### config.mk
export PLATFORM = sky130hd
export DESIGN_NAME = line_clip_engine_unit
export DESIGN_NICKNAME = d
export VERILOG_FILES = /design/src/hw/rtl/lce_pkg.sv /design/src/hw/rtl/lce_ctrl.sv /design/src/hw/rtl/lce_datapath.sv /design/src/hw/rtl/line_clip_engine_unit.sv
export SDC_FILE = /design/constraint.sdc
export NUM_CORES = 2
export LEC_CHECK = 0
export BUFFER_PORTS_ARGS = -buffer_cell sky130_fd_sc_hd__buf_2
export CAP_MARGIN = 10
export CORE_AREA = 5 5 423 425
export DETAILED_ROUTE_END_ITERATION = 12
export DIE_AREA = 0 0 428 430
export HOLD_SLACK_MARGIN = 0.15
export PLACE_DENSITY_LB_ADDON = 0.12
export SYNTH_ARGS = -nofsm -noshare
export SYNTH_HDL_FRONTEND = slang
export SYNTH_SLANG_ARGS = --single-unit
### constraint.sdc
create_clock -name clock -period 28.6 [get_ports clock]
set_input_delay 5.72 -clock clock [delete_from_list [all_inputs] [get_ports clock]]
set_output_delay 5.72 -clock clock [all_outputs]
set_load 0.05 [all_outputs]
### src/hw/rtl/lce_pkg.sv
// Shared types, constants and helpers for the line clip engine.
package lce_pkg;

   localparam int MAX_REGION_RECTS = 16;
   localparam int COORD_BITS = 16;
   localparam int DIM_BITS = 13;
   localparam int COUNT_BITS = 5;
   localparam int RECT_IDX_BITS = (MAX_REGION_RECTS > 1) ? $clog2(MAX_REGION_RECTS) : 1;
   localparam int SLOT_BITS = 4;
   localparam int EXT_BITS = ((COORD_BITS > DIM_BITS) ? COORD_BITS : DIM_BITS) + 1;
   localparam int DIFF_BITS = EXT_BITS + 1;
   localparam int FRAC_BITS = COORD_BITS;
   localparam int PROD_BITS = 2 * FRAC_BITS;
   localparam int DIV_CNT_BITS = $clog2(FRAC_BITS);
   localparam int CSR_INDEX_BITS = 2;
   localparam int CSR_DATA_BITS = DIM_BITS;

   localparam logic [DIM_BITS-1:0] SCREEN_WIDTH_RESET = DIM_BITS'(640);
   localparam logic [DIM_BITS-1:0] SCREEN_HEIGHT_RESET = DIM_BITS'(480);

   typedef logic signed [COORD_BITS-1:0] coord_type;
   typedef logic signed [EXT_BITS-1:0] ext_type;
   typedef logic signed [DIFF_BITS-1:0] diff_type;

   typedef enum logic [CSR_INDEX_BITS-1:0] {
      CSR_SCREEN_WIDTH  = 2'd0,
      CSR_SCREEN_HEIGHT = 2'd1,
      CSR_REGION_ENABLE = 2'd2,
      CSR_REGION_COUNT  = 2'd3
   } csr_index_type;

   typedef enum logic {
      OPN_LOAD = 1'b0,
      OPN_DRAW = 1'b1
   } operation_type;

   typedef enum logic [1:0] {
      KIND_HSPAN = 2'd0,
      KIND_VSPAN = 2'd1,
      KIND_LINE  = 2'd2
   } kind_type;

   typedef struct packed {
      coord_type l;
      coord_type t;
      coord_type r;
      coord_type b;
   } rect_type;

   typedef struct packed {
      ext_type l;
      ext_type t;
      ext_type r;
      ext_type b;
   } box_type;

   typedef struct packed {
      logic [FRAC_BITS-1:0] num;
      logic [FRAC_BITS-1:0] den;
   } frac_type;

   typedef enum logic [3:0] {
      ST_IDLE,
      ST_INIT,
      ST_EDGE_A,
      ST_EDGE_B,
      ST_FIN_A,
      ST_FIN_B,
      ST_LERP_MUL,
      ST_DIV,
      ST_LERP_END,
      ST_BOX_DONE,
      ST_FETCH,
      ST_FINAL
   } ctrl_state_type;

   typedef enum logic [3:0] {
      OP_NONE,
      OP_WRITE_RECT,
      OP_ACCEPT,
      OP_INIT,
      OP_EDGE_A,
      OP_EDGE_B,
      OP_FIN_A,
      OP_FIN_B,
      OP_LERP_MUL,
      OP_DIV,
      OP_LERP_END,
      OP_EMIT_MISS,
      OP_EMIT_SCREEN,
      OP_START_REGIONS,
      OP_FETCH,
      OP_REGION_DONE
   } dp_op_type;

   // The flush is a region step of its own; keep it apart from the shared op codes
   typedef struct packed {
      logic kind_general;
      logic ok;
      logic edge_last;
      logic div_last;
      logic lerp_last;
      logic region_pass;
      logic region_enable;
      logic region_empty;
      logic rect_last;
   } lce_status_type;

   // Sign-extend a coordinate to box width
   function automatic ext_type ext_coord(coord_type v);
      return ext_type'({{(EXT_BITS-COORD_BITS){v[COORD_BITS-1]}}, v});
   endfunction

   // Difference of two box-width values, one bit wider
   function automatic diff_type ext_sub(ext_type a, ext_type b);
      return diff_type'({a[EXT_BITS-1], a} - {b[EXT_BITS-1], b});
   endfunction

   // Magnitude of a difference
   function automatic logic [DIFF_BITS-1:0] diff_mag(diff_type v);
      return v[DIFF_BITS-1] ? (~v + DIFF_BITS'(1)) : v;
   endfunction

endpackage

### src/hw/rtl/lce_ctrl.sv
// Sequencer for the line clip engine: steps the datapath through each clip pass.
module lce_ctrl (
   input  logic                     clock,
   input  logic                     reset,
   input  logic                     start,
   input  logic                     req_operation,
   input  lce_pkg::lce_status_type  status,
   output logic                     busy,
   output logic                     flush,
   output lce_pkg::dp_op_type       op
);
   import lce_pkg::*;

   ctrl_state_type state_ff;
   ctrl_state_type state_in;

   // Hold or advance the state
   always_ff @(posedge clock) begin
      if (reset) begin
         state_ff <= ST_IDLE;
      end else begin
         state_ff <= state_in;
      end
   end

   // Next state
   always_comb begin
      state_in = state_ff;
      case (state_ff)
         ST_IDLE: begin
            if (start && req_operation == OPN_DRAW) begin
               state_in = ST_INIT;
            end
         end
         ST_INIT: begin
            state_in = status.kind_general ? ST_EDGE_A : ST_BOX_DONE;
         end
         ST_EDGE_A: state_in = ST_EDGE_B;
         ST_EDGE_B: begin
            state_in = status.edge_last ? ST_FIN_A : ST_EDGE_A;
         end
         ST_FIN_A: state_in = ST_FIN_B;
         ST_FIN_B: state_in = ST_LERP_MUL;
         ST_LERP_MUL: begin
            state_in = status.ok ? ST_DIV : ST_BOX_DONE;
         end
         ST_DIV: begin
            state_in = status.div_last ? ST_LERP_END : ST_DIV;
         end
         ST_LERP_END: begin
            state_in = status.lerp_last ? ST_BOX_DONE : ST_LERP_MUL;
         end
         ST_BOX_DONE: begin
            if (!status.region_pass) begin
               if (!status.ok || !status.region_enable || status.region_empty) begin
                  state_in = ST_IDLE;
               end else begin
                  state_in = ST_FETCH;
               end
            end else begin
               state_in = status.rect_last ? ST_FINAL : ST_FETCH;
            end
         end
         ST_FETCH: state_in = ST_INIT;
         ST_FINAL: state_in = ST_IDLE;
         default: state_in = ST_IDLE;
      endcase
   end

   // Datapath commands
   always_comb begin
      op = OP_NONE;
      flush = 1'b0;
      case (state_ff)
         ST_IDLE: begin
            if (start) begin
               op = (req_operation == OPN_DRAW) ? OP_ACCEPT : OP_WRITE_RECT;
            end
         end
         ST_INIT: op = OP_INIT;
         ST_EDGE_A: op = OP_EDGE_A;
         ST_EDGE_B: op = OP_EDGE_B;
         ST_FIN_A: op = OP_FIN_A;
         ST_FIN_B: op = OP_FIN_B;
         ST_LERP_MUL: op = status.ok ? OP_LERP_MUL : OP_NONE;
         ST_DIV: op = OP_DIV;
         ST_LERP_END: op = OP_LERP_END;
         ST_BOX_DONE: begin
            if (!status.region_pass) begin
               if (!status.ok || (status.region_enable && status.region_empty)) begin
                  op = OP_EMIT_MISS;
               end else if (!status.region_enable) begin
                  op = OP_EMIT_SCREEN;
               end else begin
                  op = OP_START_REGIONS;
               end
            end else begin
               op = OP_REGION_DONE;
            end
         end
         ST_FETCH: op = OP_FETCH;
         ST_FINAL: flush = 1'b1;
         default: op = OP_NONE;
      endcase
   end

   assign busy = (state_ff != ST_IDLE);

endmodule

### src/hw/rtl/lce_datapath.sv
// Datapath of the line clip engine: region table, clip arithmetic, divider, result register.
module lce_datapath (
   input  logic                            clock,
   input  logic                            reset,
   input  lce_pkg::dp_op_type              op,
   input  logic                            flush,
   output lce_pkg::lce_status_type         status,
   input  logic [lce_pkg::DIM_BITS-1:0]    screen_width,
   input  logic [lce_pkg::DIM_BITS-1:0]    screen_height,
   input  logic                            region_enable,
   input  logic [lce_pkg::COUNT_BITS-1:0]  region_count,
   input  logic [lce_pkg::SLOT_BITS-1:0]   req_rect_index,
   input  lce_pkg::coord_type              req_rect_left,
   input  lce_pkg::coord_type              req_rect_top,
   input  lce_pkg::coord_type              req_rect_right,
   input  lce_pkg::coord_type              req_rect_bottom,
   input  lce_pkg::coord_type              req_line_x1,
   input  lce_pkg::coord_type              req_line_y1,
   input  lce_pkg::coord_type              req_line_x2,
   input  lce_pkg::coord_type              req_line_y2,
   output logic                            rsp_strobe,
   output lce_pkg::coord_type              rsp_seg_x1,
   output lce_pkg::coord_type              rsp_seg_y1,
   output lce_pkg::coord_type              rsp_seg_x2,
   output lce_pkg::coord_type              rsp_seg_y2,
   output logic [1:0]                      rsp_seg_kind,
   output logic                            rsp_visible,
   output logic                            rsp_last
);
   import lce_pkg::*;

   typedef struct packed {
      coord_type [3:0]              s;
      kind_type                     kind;
      logic                         region_pass;
      frac_type                     u1;
      frac_type                     u2;
      logic [1:0]                   edge_idx;
      logic [1:0]                   lerp;
      logic                         ok;
      frac_type                     cand;
      logic                         cand_act;
      logic                         cand_low;
      logic [PROD_BITS-1:0]         prod_a;
      logic [FRAC_BITS-1:0]         div_r;
      logic [FRAC_BITS-1:0]         div_q;
      logic [DIV_CNT_BITS-1:0]      div_cnt;
      coord_type [3:0]              o;
      logic [RECT_IDX_BITS-1:0]     rect;
      coord_type [3:0]              pend;
      logic                         pend_valid;
   } work_type;

   typedef struct packed {
      logic                         strobe;
      coord_type [3:0]              seg;
      kind_type                     kind;
      logic                         visible;
      logic                         last;
   } out_type;

   work_type work_ff, work_in;
   out_type  rsp_ff, rsp_in;

   rect_type rect_mem [MAX_REGION_RECTS];
   rect_type rect_rd_ff;

   box_type                 box;
   ext_type                 s0, s1, s2, s3;
   diff_type                dx, dy, p, q;
   logic [DIFF_BITS-1:0]    p_mag, q_mag, d_mag;
   logic                    c_act, c_low, c_rej;
   logic [FRAC_BITS-1:0]    mul_a, mul_b;
   logic [PROD_BITS-1:0]    mul_res;
   kind_type                kind_new;
   coord_type [3:0]         s_new;
   ext_type                 iv_a, iv_b, iv_pos, iv_rl, iv_rh, iv_pl, iv_ph, iv_oa, iv_ob;
   logic                    iv_ok;
   coord_type [3:0]         iv_o;
   diff_type                d_sel, a_sel, q_ext, base;
   frac_type                u_sel;
   logic [FRAC_BITS:0]      div_t, div_d;
   logic                    div_ge;
   coord_type               lerp_res;
   logic [COUNT_BITS-1:0]   n_rects;

   // Box under test: screen on the first pass, a table entry afterwards
   always_comb begin
      if (work_ff.region_pass) begin
         box.l = ext_coord(rect_rd_ff.l);
         box.t = ext_coord(rect_rd_ff.t);
         box.r = ext_coord(rect_rd_ff.r);
         box.b = ext_coord(rect_rd_ff.b);
      end else begin
         box.l = '0;
         box.t = '0;
         box.r = ext_type'({{(EXT_BITS-DIM_BITS){1'b0}}, screen_width}) - ext_type'(1);
         box.b = ext_type'({{(EXT_BITS-DIM_BITS){1'b0}}, screen_height}) - ext_type'(1);
      end
   end

   // Classify the incoming line and order span ends
   always_comb begin
      s_new[0] = req_line_x1;
      s_new[1] = req_line_y1;
      s_new[2] = req_line_x2;
      s_new[3] = req_line_y2;
      kind_new = KIND_LINE;
      if (req_line_x1 == req_line_x2) begin
         kind_new = KIND_VSPAN;
         if (req_line_y1 > req_line_y2) begin
            s_new[1] = req_line_y2;
            s_new[3] = req_line_y1;
         end
      end else if (req_line_y1 == req_line_y2) begin
         kind_new = KIND_HSPAN;
         if (req_line_x1 > req_line_x2) begin
            s_new[0] = req_line_x2;
            s_new[2] = req_line_x1;
         end
      end
   end

   // Edge terms p and q for the current boundary
   always_comb begin
      s0 = ext_coord(work_ff.s[0]);
      s1 = ext_coord(work_ff.s[1]);
      s2 = ext_coord(work_ff.s[2]);
      s3 = ext_coord(work_ff.s[3]);
      dx = ext_sub(s2, s0);
      dy = ext_sub(s3, s1);
      case (work_ff.edge_idx)
         2'd0: begin
            p = -dx;
            q = ext_sub(s0, box.l);
         end
         2'd1: begin
            p = dx;
            q = ext_sub(box.r, s0);
         end
         2'd2: begin
            p = -dy;
            q = ext_sub(s1, box.t);
         end
         default: begin
            p = dy;
            q = ext_sub(box.b, s1);
         end
      endcase
      p_mag = diff_mag(p);
      q_mag = diff_mag(q);
   end

   // Decide what the boundary does to the parameter window
   always_comb begin
      c_act = 1'b0;
      c_low = 1'b0;
      c_rej = 1'b0;
      if (p == '0) begin
         c_rej = q[DIFF_BITS-1];
      end else if (p[DIFF_BITS-1]) begin
         if (q[DIFF_BITS-1]) begin
            if (q_mag > p_mag) begin
               c_rej = 1'b1;
            end else begin
               c_act = 1'b1;
               c_low = 1'b1;
            end
         end
      end else begin
         if (q[DIFF_BITS-1]) begin
            c_rej = 1'b1;
         end else if (q_mag < p_mag) begin
            c_act = 1'b1;
         end
      end
   end

   // Span clipping against the box
   always_comb begin
      if (work_ff.kind == KIND_VSPAN) begin
         iv_a = s1;
         iv_b = s3;
         iv_pos = s0;
         iv_rl = box.t;
         iv_rh = box.b;
         iv_pl = box.l;
         iv_ph = box.r;
      end else begin
         iv_a = s0;
         iv_b = s2;
         iv_pos = s1;
         iv_rl = box.l;
         iv_rh = box.r;
         iv_pl = box.t;
         iv_ph = box.b;
      end
      iv_oa = (iv_a > iv_rl) ? iv_a : iv_rl;
      iv_ob = (iv_b < iv_rh) ? iv_b : iv_rh;
      iv_ok = !(iv_pos < iv_pl || iv_pos > iv_ph || iv_a > iv_rh || iv_b < iv_rl)
              && (iv_oa <= iv_ob);
      iv_o = work_ff.s;
      if (work_ff.kind == KIND_VSPAN) begin
         iv_o[1] = iv_oa[COORD_BITS-1:0];
         iv_o[3] = iv_ob[COORD_BITS-1:0];
      end else begin
         iv_o[0] = iv_oa[COORD_BITS-1:0];
         iv_o[2] = iv_ob[COORD_BITS-1:0];
         iv_o[3] = work_ff.s[1];
      end
   end

   // Interpolation operands and restoring divide step
   always_comb begin
      u_sel = work_ff.lerp[1] ? work_ff.u2 : work_ff.u1;
      d_sel = work_ff.lerp[0] ? dy : dx;
      a_sel = work_ff.lerp[0] ? diff_type'({s1[EXT_BITS-1], s1})
                              : diff_type'({s0[EXT_BITS-1], s0});
      d_mag = diff_mag(d_sel);
      div_t = {work_ff.div_r, work_ff.div_q[FRAC_BITS-1]};
      div_d = {1'b0, u_sel.den};
      div_ge = (div_t >= div_d);
      q_ext = diff_type'({{(DIFF_BITS-FRAC_BITS){1'b0}}, work_ff.div_q});
      if (!d_sel[DIFF_BITS-1] && d_sel != '0) begin
         base = a_sel + q_ext;
         if (work_ff.div_r != '0 && base[DIFF_BITS-1]) begin
            base = base + diff_type'(1);
         end
      end else begin
         base = a_sel - q_ext;
         if (work_ff.div_r != '0 && !base[DIFF_BITS-1] && base != '0) begin
            base = base - diff_type'(1);
         end
      end
      lerp_res = base[COORD_BITS-1:0];
   end

   // Share one multiplier among the compare and interpolation steps
   always_comb begin
      mul_a = '0;
      mul_b = '0;
      case (op)
         OP_EDGE_A: begin
            mul_a = c_low ? work_ff.u1.num : work_ff.u2.num;
            mul_b = p_mag[FRAC_BITS-1:0];
         end
         OP_EDGE_B: begin
            mul_a = work_ff.cand.num;
            mul_b = work_ff.cand_low ? work_ff.u1.den : work_ff.u2.den;
         end
         OP_FIN_A: begin
            mul_a = work_ff.u2.num;
            mul_b = work_ff.u1.den;
         end
         OP_FIN_B: begin
            mul_a = work_ff.u1.num;
            mul_b = work_ff.u2.den;
         end
         OP_LERP_MUL: begin
            mul_a = u_sel.num;
            mul_b = d_mag[FRAC_BITS-1:0];
         end
         default: begin
            mul_a = '0;
            mul_b = '0;
         end
      endcase
   end

   assign mul_res = mul_a * mul_b;

   // Work register updates
   always_comb begin
      work_in = work_ff;
      rsp_in = rsp_ff;
      rsp_in.strobe = 1'b0;
      case (op)
         OP_ACCEPT: begin
            work_in.s = s_new;
            work_in.kind = kind_new;
            work_in.region_pass = 1'b0;
            work_in.pend_valid = 1'b0;
         end
         OP_INIT: begin
            work_in.u1.num = '0;
            work_in.u1.den = FRAC_BITS'(1);
            work_in.u2.num = FRAC_BITS'(1);
            work_in.u2.den = FRAC_BITS'(1);
            work_in.edge_idx = '0;
            work_in.lerp = '0;
            work_in.ok = 1'b1;
            if (work_ff.kind != KIND_LINE) begin
               work_in.ok = iv_ok;
               work_in.o = iv_o;
            end
         end
         OP_EDGE_A: begin
            work_in.prod_a = mul_res;
            work_in.cand.num = q_mag[FRAC_BITS-1:0];
            work_in.cand.den = p_mag[FRAC_BITS-1:0];
            work_in.cand_act = c_act;
            work_in.cand_low = c_low;
            if (c_rej) begin
               work_in.ok = 1'b0;
            end
         end
         OP_EDGE_B: begin
            if (work_ff.cand_act) begin
               if (work_ff.cand_low && work_ff.prod_a < mul_res) begin
                  work_in.u1 = work_ff.cand;
               end
               if (!work_ff.cand_low && mul_res < work_ff.prod_a) begin
                  work_in.u2 = work_ff.cand;
               end
            end
            work_in.edge_idx = work_ff.edge_idx + 2'd1;
         end
         OP_FIN_A: work_in.prod_a = mul_res;
         OP_FIN_B: begin
            if (work_ff.prod_a < mul_res) begin
               work_in.ok = 1'b0;
            end
         end
         OP_LERP_MUL: begin
            work_in.div_r = mul_res[PROD_BITS-1:FRAC_BITS];
            work_in.div_q = mul_res[FRAC_BITS-1:0];
            work_in.div_cnt = '0;
         end
         OP_DIV: begin
            work_in.div_r = div_ge ? FRAC_BITS'(div_t - div_d) : div_t[FRAC_BITS-1:0];
            work_in.div_q = {work_ff.div_q[FRAC_BITS-2:0], div_ge};
            work_in.div_cnt = work_ff.div_cnt + DIV_CNT_BITS'(1);
         end
         OP_LERP_END: begin
            work_in.o[work_ff.lerp] = lerp_res;
            work_in.lerp = work_ff.lerp + 2'd1;
         end
         OP_EMIT_MISS: begin
            rsp_in.strobe = 1'b1;
            rsp_in.seg = '0;
            rsp_in.kind = work_ff.kind;
            rsp_in.visible = 1'b0;
            rsp_in.last = 1'b1;
         end
         OP_EMIT_SCREEN: begin
            rsp_in.strobe = 1'b1;
            rsp_in.seg = work_ff.o;
            rsp_in.kind = work_ff.kind;
            rsp_in.visible = 1'b1;
            rsp_in.last = 1'b1;
         end
         OP_START_REGIONS: begin
            work_in.s = work_ff.o;
            work_in.region_pass = 1'b1;
            work_in.rect = '0;
         end
         OP_REGION_DONE: begin
            // Release the previous hit; hold this one until the scan ends
            if (work_ff.ok) begin
               if (work_ff.pend_valid) begin
                  rsp_in.strobe = 1'b1;
                  rsp_in.seg = work_ff.pend;
                  rsp_in.kind = work_ff.kind;
                  rsp_in.visible = 1'b1;
                  rsp_in.last = 1'b0;
               end
               work_in.pend = work_ff.o;
               work_in.pend_valid = 1'b1;
            end
            work_in.rect = work_ff.rect + RECT_IDX_BITS'(1);
         end
         default: begin
            work_in = work_ff;
         end
      endcase
      // Close the scan with the held hit, or a miss when nothing was hit
      if (flush) begin
         rsp_in.strobe = 1'b1;
         rsp_in.kind = work_ff.kind;
         rsp_in.last = 1'b1;
         rsp_in.visible = work_ff.pend_valid;
         rsp_in.seg = work_ff.pend_valid ? work_ff.pend : '0;
      end
   end

   always_ff @(posedge clock) begin
      if (reset) begin
         work_ff.pend_valid <= 1'b0;
         work_ff.region_pass <= 1'b0;
         rsp_ff.strobe <= 1'b0;
      end else begin
         work_ff <= work_in;
         rsp_ff <= rsp_in;
      end
   end

   // Region table: write on a load transfer, registered read on fetch
   always_ff @(posedge clock) begin
      if (op == OP_WRITE_RECT && int'(req_rect_index) < MAX_REGION_RECTS) begin
         rect_mem[req_rect_index[RECT_IDX_BITS-1:0]] <=
            '{l: req_rect_left, t: req_rect_top, r: req_rect_right, b: req_rect_bottom};
      end
      if (op == OP_FETCH) begin
         rect_rd_ff <= rect_mem[work_ff.rect];
      end
   end

   // Status for the sequencer
   always_comb begin
      n_rects = (int'(region_count) > MAX_REGION_RECTS) ? COUNT_BITS'(MAX_REGION_RECTS)
                                                        : region_count;
      status.kind_general = (work_ff.kind == KIND_LINE);
      status.ok = work_ff.ok;
      status.edge_last = (work_ff.edge_idx == 2'd3);
      status.div_last = (int'(work_ff.div_cnt) == FRAC_BITS - 1);
      status.lerp_last = (work_ff.lerp == 2'd3);
      status.region_pass = work_ff.region_pass;
      status.region_enable = region_enable;
      status.region_empty = (region_count == '0);
      status.rect_last = (int'(work_ff.rect) == int'(n_rects) - 1);
   end

   assign rsp_strobe = rsp_ff.strobe;
   assign rsp_seg_x1 = rsp_ff.seg[0];
   assign rsp_seg_y1 = rsp_ff.seg[1];
   assign rsp_seg_x2 = rsp_ff.seg[2];
   assign rsp_seg_y2 = rsp_ff.seg[3];
   assign rsp_seg_kind = rsp_ff.kind;
   assign rsp_visible = rsp_ff.visible;
   assign rsp_last = rsp_ff.last;

endmodule

### src/hw/rtl/line_clip_engine_unit.sv
// Line clip engine top level: configuration registers, sequencer and datapath.
// A load transfer (operation 0) writes one region rectangle in the cycle it is taken and
// leaves busy low. A draw transfer raises busy and clips the line first to the screen and
// then, with regions enabled, to each of the first region_count table rectangles (at most
// 16) in turn. Each clip pass of a general line runs the Liang-Barsky boundary tests on one
// shared 16x16 multiplier, then four end-point interpolations, each through a restoring
// divider that yields one quotient bit a cycle. A horizontal or vertical span is clipped
// as an interval instead. Results leave one per strobe cycle and cannot be held off; the
// final one carries last, and a line that misses gives one result with visible low.
// Configuration must be written only while busy is low; the block does not enforce this.
module line_clip_engine_unit (
   input  logic                                clock,
   input  logic                                reset,
   input  logic                                start,
   output logic                                busy,
   input  logic                                req_operation,
   input  logic [lce_pkg::SLOT_BITS-1:0]       req_rect_index,
   input  lce_pkg::coord_type                  req_rect_left,
   input  lce_pkg::coord_type                  req_rect_top,
   input  lce_pkg::coord_type                  req_rect_right,
   input  lce_pkg::coord_type                  req_rect_bottom,
   input  lce_pkg::coord_type                  req_line_x1,
   input  lce_pkg::coord_type                  req_line_y1,
   input  lce_pkg::coord_type                  req_line_x2,
   input  lce_pkg::coord_type                  req_line_y2,
   output logic                                rsp_strobe,
   output lce_pkg::coord_type                  rsp_seg_x1,
   output lce_pkg::coord_type                  rsp_seg_y1,
   output lce_pkg::coord_type                  rsp_seg_x2,
   output lce_pkg::coord_type                  rsp_seg_y2,
   output logic [1:0]                          rsp_seg_kind,
   output logic                                rsp_visible,
   output logic                                rsp_last,
   input  logic                                csr_write_enable,
   input  logic [lce_pkg::CSR_INDEX_BITS-1:0]  csr_index,
   input  logic [lce_pkg::CSR_DATA_BITS-1:0]   csr_write_data
);
   import lce_pkg::*;

   logic [DIM_BITS-1:0]    screen_width_ff, screen_width_in;
   logic [DIM_BITS-1:0]    screen_height_ff, screen_height_in;
   logic                   region_enable_ff, region_enable_in;
   logic [COUNT_BITS-1:0]  region_count_ff, region_count_in;
   lce_status_type         status;
   dp_op_type              op;
   logic                   flush;

   // Register writes
   always_comb begin
      screen_width_in = screen_width_ff;
      screen_height_in = screen_height_ff;
      region_enable_in = region_enable_ff;
      region_count_in = region_count_ff;
      if (csr_write_enable) begin
         case (csr_index)
            CSR_SCREEN_WIDTH: screen_width_in = csr_write_data;
            CSR_SCREEN_HEIGHT: screen_height_in = csr_write_data;
            CSR_REGION_ENABLE: region_enable_in = csr_write_data[0];
            CSR_REGION_COUNT: region_count_in = csr_write_data[COUNT_BITS-1:0];
            default: region_count_in = region_count_ff;
         endcase
      end
   end

   always_ff @(posedge clock) begin
      if (reset) begin
         screen_width_ff <= SCREEN_WIDTH_RESET;
         screen_height_ff <= SCREEN_HEIGHT_RESET;
         region_enable_ff <= 1'b0;
         region_count_ff <= '0;
      end else begin
         screen_width_ff <= screen_width_in;
         screen_height_ff <= screen_height_in;
         region_enable_ff <= region_enable_in;
         region_count_ff <= region_count_in;
      end
   end

   lce_ctrl u_ctrl (
      .clock         (clock),
      .reset         (reset),
      .start         (start),
      .req_operation (req_operation),
      .status        (status),
      .busy          (busy),
      .flush         (flush),
      .op            (op)
   );

   lce_datapath u_datapath (
      .clock           (clock),
      .reset           (reset),
      .op              (op),
      .flush           (flush),
      .status          (status),
      .screen_width    (screen_width_ff),
      .screen_height   (screen_height_ff),
      .region_enable   (region_enable_ff),
      .region_count    (region_count_ff),
      .req_rect_index  (req_rect_index),
      .req_rect_left   (req_rect_left),
      .req_rect_top    (req_rect_top),
      .req_rect_right  (req_rect_right),
      .req_rect_bottom (req_rect_bottom),
      .req_line_x1     (req_line_x1),
      .req_line_y1     (req_line_y1),
      .req_line_x2     (req_line_x2),
      .req_line_y2     (req_line_y2),
      .rsp_strobe      (rsp_strobe),
      .rsp_seg_x1      (rsp_seg_x1),
      .rsp_seg_y1      (rsp_seg_y1),
      .rsp_seg_x2      (rsp_seg_x2),
      .rsp_seg_y2      (rsp_seg_y2),
      .rsp_seg_kind    (rsp_seg_kind),
      .rsp_visible     (rsp_visible),
      .rsp_last        (rsp_last)
   );

   // A result transfer only follows a cycle of draw work
   a_strobe_from_work: assert property (@(posedge clock) disable iff (reset)
      rsp_strobe |-> $past(busy))
      else $error("result strobe without draw work");

   // A draw never ends without its final result
   a_end_has_result: assert property (@(posedge clock) disable iff (reset)
      $fell(busy) |-> (rsp_strobe && rsp_last))
      else $error("draw finished without a last result");

   // A miss is always the only and so the final result
   a_miss_is_last: assert property (@(posedge clock) disable iff (reset)
      (rsp_strobe && !rsp_visible) |-> rsp_last)
      else $error("invisible result not marked last");

endmodule

==> impl_metrics.toml <==
[worst_hold_path]
hp-class = "reg2reg"
hold_end = "screen_width_ff[1]$_SDFFE_PP0P_"
hold_depth = 2
worstHoldStart = "screen_width_ff[1]$_SDFFE_PP0P_"

[worst_setup_path]
cpPeakStageDelay_ns = 0.93
crit_path_max_fanout = 60
r2r-start = "u_datapath.status[3]$_SDFFE_PP0N_"
crit_slowest_cell = "a21oi_4"
arrival_ns = 17.97
ff2ff_setup_slack_ns = 11.04
worstPathRequired_ns = 29.01
startpoint_type = "register"
critPathCaptureType = "register"
critical_path_class = "reg2reg"
cp_common_cell = "fa_1"
timing.rr.end = "u_datapath.work_ff[285]$_SDFFCE_PN0P_"
r2r_cells = 58

[logic_synthesis]
synthSimpleGateAreaFrac_pct = 8.73
synth-compound-area-share_pct = 10.2
yosysSeqAreaShare_pct = 53.6
synth_top_family_by_area = "adder cells"
postSynthCellCount = 6687
synthArstFlopShare_pct = 0
synthFlopType = "edfxtp_1"
synth_xor_area_share_pct = 2.31
synth.distinct_cells = 98
yosys_register_bits = 1564
synth_edf_count = 1525
syn_nets = 7503
synth-adder-area-share_pct = 11.3
synth_area_mm2 = 0.0869
yosys_warnings = 0
muxShareOfSynthArea_pct = 10.4
avgSynthCellArea_um2 = 13.0

[timing]
fin_setup_tns_ns = 0
rsz0062_at_grt = "no"
worst_pin_slew_ns = 1.33
setup_slack_ns = 11.04
slew_violations = 0
hold_ws_ns = 0.470
timing.final.crit_share_pct = 61.4
fmax_mhz = 56.9
max_slew_margin_pct = 10.5
fin_crit_ns = 17.56
clock_skew_ns = 0.0456
hold_viol = 0
finalSetupViolCount = 0

[route]
post_drt_wl_per_cell_um = 29.0
drc = 0
drt_first_pass_iters = 6
wl_um = 272000
vias_per_cell = 6.14
num_vias = 57684
drtIter0Drc = 5653
ant_nets = 0

[placed_design]
gp_congestion = 0.993
port_buffers = 221
pre_cts_ws_ns = 11.29
dpl.hpwl_um = 195000

[die]
io_pins = 222
die_h_um = 430
fp.coreArea_mm2 = 0.175
die_w_um = 428
rows = 154
dieArea_mm2 = 0.184
start_util_pct = 49.7

[global_route]
antenna_found_initial = 32
grt-ovfl-total = 0
grt_start_max_net_pins = 154
grt_usage_pct = 29.0
grt_pass1_wl_um = 392000
grt_pass1_vias = 56652

[final_layout]
area_growth_syn_to_layout_pct = 11.0
num-fill-cells = 14619
drive_gt1_share_pct = 15.0
final_nets = 7732

[power]
power_leakage_nw = 34.9
p_per_area_mw_per_mm2 = 52.6
irDropWorstVdd_uv = 52.5
total_power_w = 0.00508

[clock_network]
cts-resized-gates = 0
clk_latency_ns = 0.83
htree_levels = 4
clockBufferDepth = 3
cts_buffers = 163
clk_pin_slew_ns = 0.07
cts_tree = "yes"
clock_sinks = 1564
ctsHoldBuffers = 0
cts_setup_buffers = 0
root_buffer = "clkbuf_16"

[status]
status = "complete, no violations"

[flow_run]
drv_cap = 0
[report_power, final]
| part | internal [W] | switching (W) | leakage, nW | total (W) |
|---|---|---|---|---|
| registers | 0.00253 | 0.0000160 | 14.1 | 0.00255 |
| clock network | 0.00119 | 0.000900 | 2.54 | 0.00209 |
| logic | 0.000146 | 0.000293 | 18.2 | 0.000439 |
[metrics by stage]
step	instances	util (%)	cell area, um^2
4_1_cts	9383	55.1	96400
2_1_floorplan	6687	-	86900
3_5_place_dp	9089	52.1	91200
5_1_grt	9387	55.1	96400
6_report	9394	55.1	96500
3_3_place_gp	9089	52.1	91200
[layout by cell type, fill, tap and decap left out, types with 31 or more instances in the layout]
cell	instances
ha_1	461
nor4_1	33
o21ai_0	321
or3_1	41
buf_4	138
buf_2	221
edfxtp_1	1525
nand3_1	80
nor2b_1	69
clkbuf_1	32
a31o_2	31
fa_1	203
o21a_1	79
a21o_1	78
a22o_1	73
a211oi_1	32
mux2i_1	155
nand2_1	576
a21oi_1	307
dfxtp_1	38
mux4_2	321
nor3_1	87
nand4_1	49
o22ai_1	31
nand2b_1	62
inv_1	481
and2_1	77
clkinv_1	43
a31oi_1	61
xor2_1	73
nor2_1	395
o211ai_1	38
clkbuf_16	168
xnor2_1	152
[sequential cells by signal (all words and copies together) (netlist names), 2 cells and up]
name                     count
u_datapath.rect_mem       1024
u_datapath.work_ff         273
u_datapath.rect_rd_ff       64
u_datapath.div_t            17
u_datapath.rsp_seg_x1       16
u_datapath.rsp_seg_x2       16
u_datapath.rsp_seg_y1       16
u_datapath.rsp_seg_y2       16
u_datapath.s0               16
u_datapath.s1               16
u_datapath.s2               16
u_datapath.s3               16
u_datapath.q_ext            15
screen_height_ff            13
screen_width_ff             13
region_count_ff              5
u_ctrl.state_ff              4
u_datapath.rsp_seg_kind      2
u_datapath.status            2
[worst max path at each step]
stage,from,end,cells past startpoint
after floorplan,u_datapath.status[3]$_SDFFE_PP0N_,u_datapath.work_ff[272]$_SDFFCE_PN1P_,66
after global placement,u_datapath.status[3]$_SDFFE_PP0N_,u_datapath.work_ff[299]$_SDFFCE_PN0P_,56
after detailed placement,u_datapath.status[3]$_SDFFE_PP0N_,u_datapath.work_ff[300]$_SDFFCE_PN0P_,58
after CTS,u_datapath.status[3]$_SDFFE_PP0N_,u_datapath.work_ff[290]$_SDFFCE_PN0P_,58
after global routing,u_datapath.status[3]$_SDFFE_PP0N_,u_datapath.work_ff[284]$_SDFFCE_PN0P_,58
final,u_datapath.status[3]$_SDFFE_PP0N_,u_datapath.work_ff[285]$_SDFFCE_PN0P_,58
[kinds of logic (layout without fill, tap and decap cells)]
family | count (synthesis) | in the layout
AOI/OAI and AO/OA | 1327 | 1327
xor gates and xnor gates | 227 | 227
adders and majority gates | 664 | 664
buffers and inverters | 783 | 1141
DFF | 1564 | 1564
muxes | 502 | 502
other | 2 | 11
and+or+nand+nor | 1618 | 1618
[synth_stat cells, types with 13 or more instances]
cell type  instances  area (um^2)
o21ai_0          326         1630
nand2_1          576         2160
a221o_1           23          230
nor3_1            96          480
a211oi_1          32          240
o21a_1            79          593
inv_1            481         1810
nor2b_1           71          444
mux2_2            26          293
a2111oi_0         17          149
a211o_1           17          149
and2_1            78          488
and3_1            22          138
edfxtp_1        1525        45800
a22o_1            73          639
xnor2_1          152         1330
clkbuf_1         220          826
o22ai_1           31          194
dfxtp_1           39          781
nand3b_1          24          180
nand3_1           80          400
nor4_1            35          219
fa_1             203         4060
nand2b_1          63          394
a221oi_2          14          210
or2_2             20          125
a221oi_1          16          140
buf_1             55          206
nand4_1           49          307
o31ai_1           21          158
nor2_1           412         1550
a31oi_1           62          388
xor2_1            73          639
o211ai_1          38          285
or3_1             41          257
buf_2             21          105
mux2i_1          155         1550
a21boi_0          13         97.6
mux4_2           321         7230
a222oi_1          17          170
ha_1             461         5770
a21o_1            78          586
o21bai_1          15          113
a21oi_1          310         1550
a31o_2            31          272
[metal layers]
layer  share of wire, %  track usage, %
met1                 41            39.0
met2                 48            47.6
met3                6.6            5.40
met4                4.3            10.6
met5              0.025               0
[critical path, delay by kind of cell, from the launching register on]
kind | cells | cell delay (ns)
xor+xnor | 2 | 0.47
flops | 1 | 0.77
fa+ha+maj | 10 | 4.27
buf+inv | 7 | 1.25
compound gates | 22 | 7.15
simple gates | 17 | 3.15
[final cells by class]
cell class	instances	area [um^2]	area share (%)
Tap cell	2340	2930	3.04
Clock inverter	94	926	0.960
Timing Repair Buffer	363	2210	2.29
Clock buffer	200	4320	4.48
Sequential cell	1564	46600	48.3
Inverter	484	1820	1.88
Multi-Input combinational cell	4340	37700	39.0
Antenna cell	9	22.5	0.0233
Power figures use the tool's default switching activity.
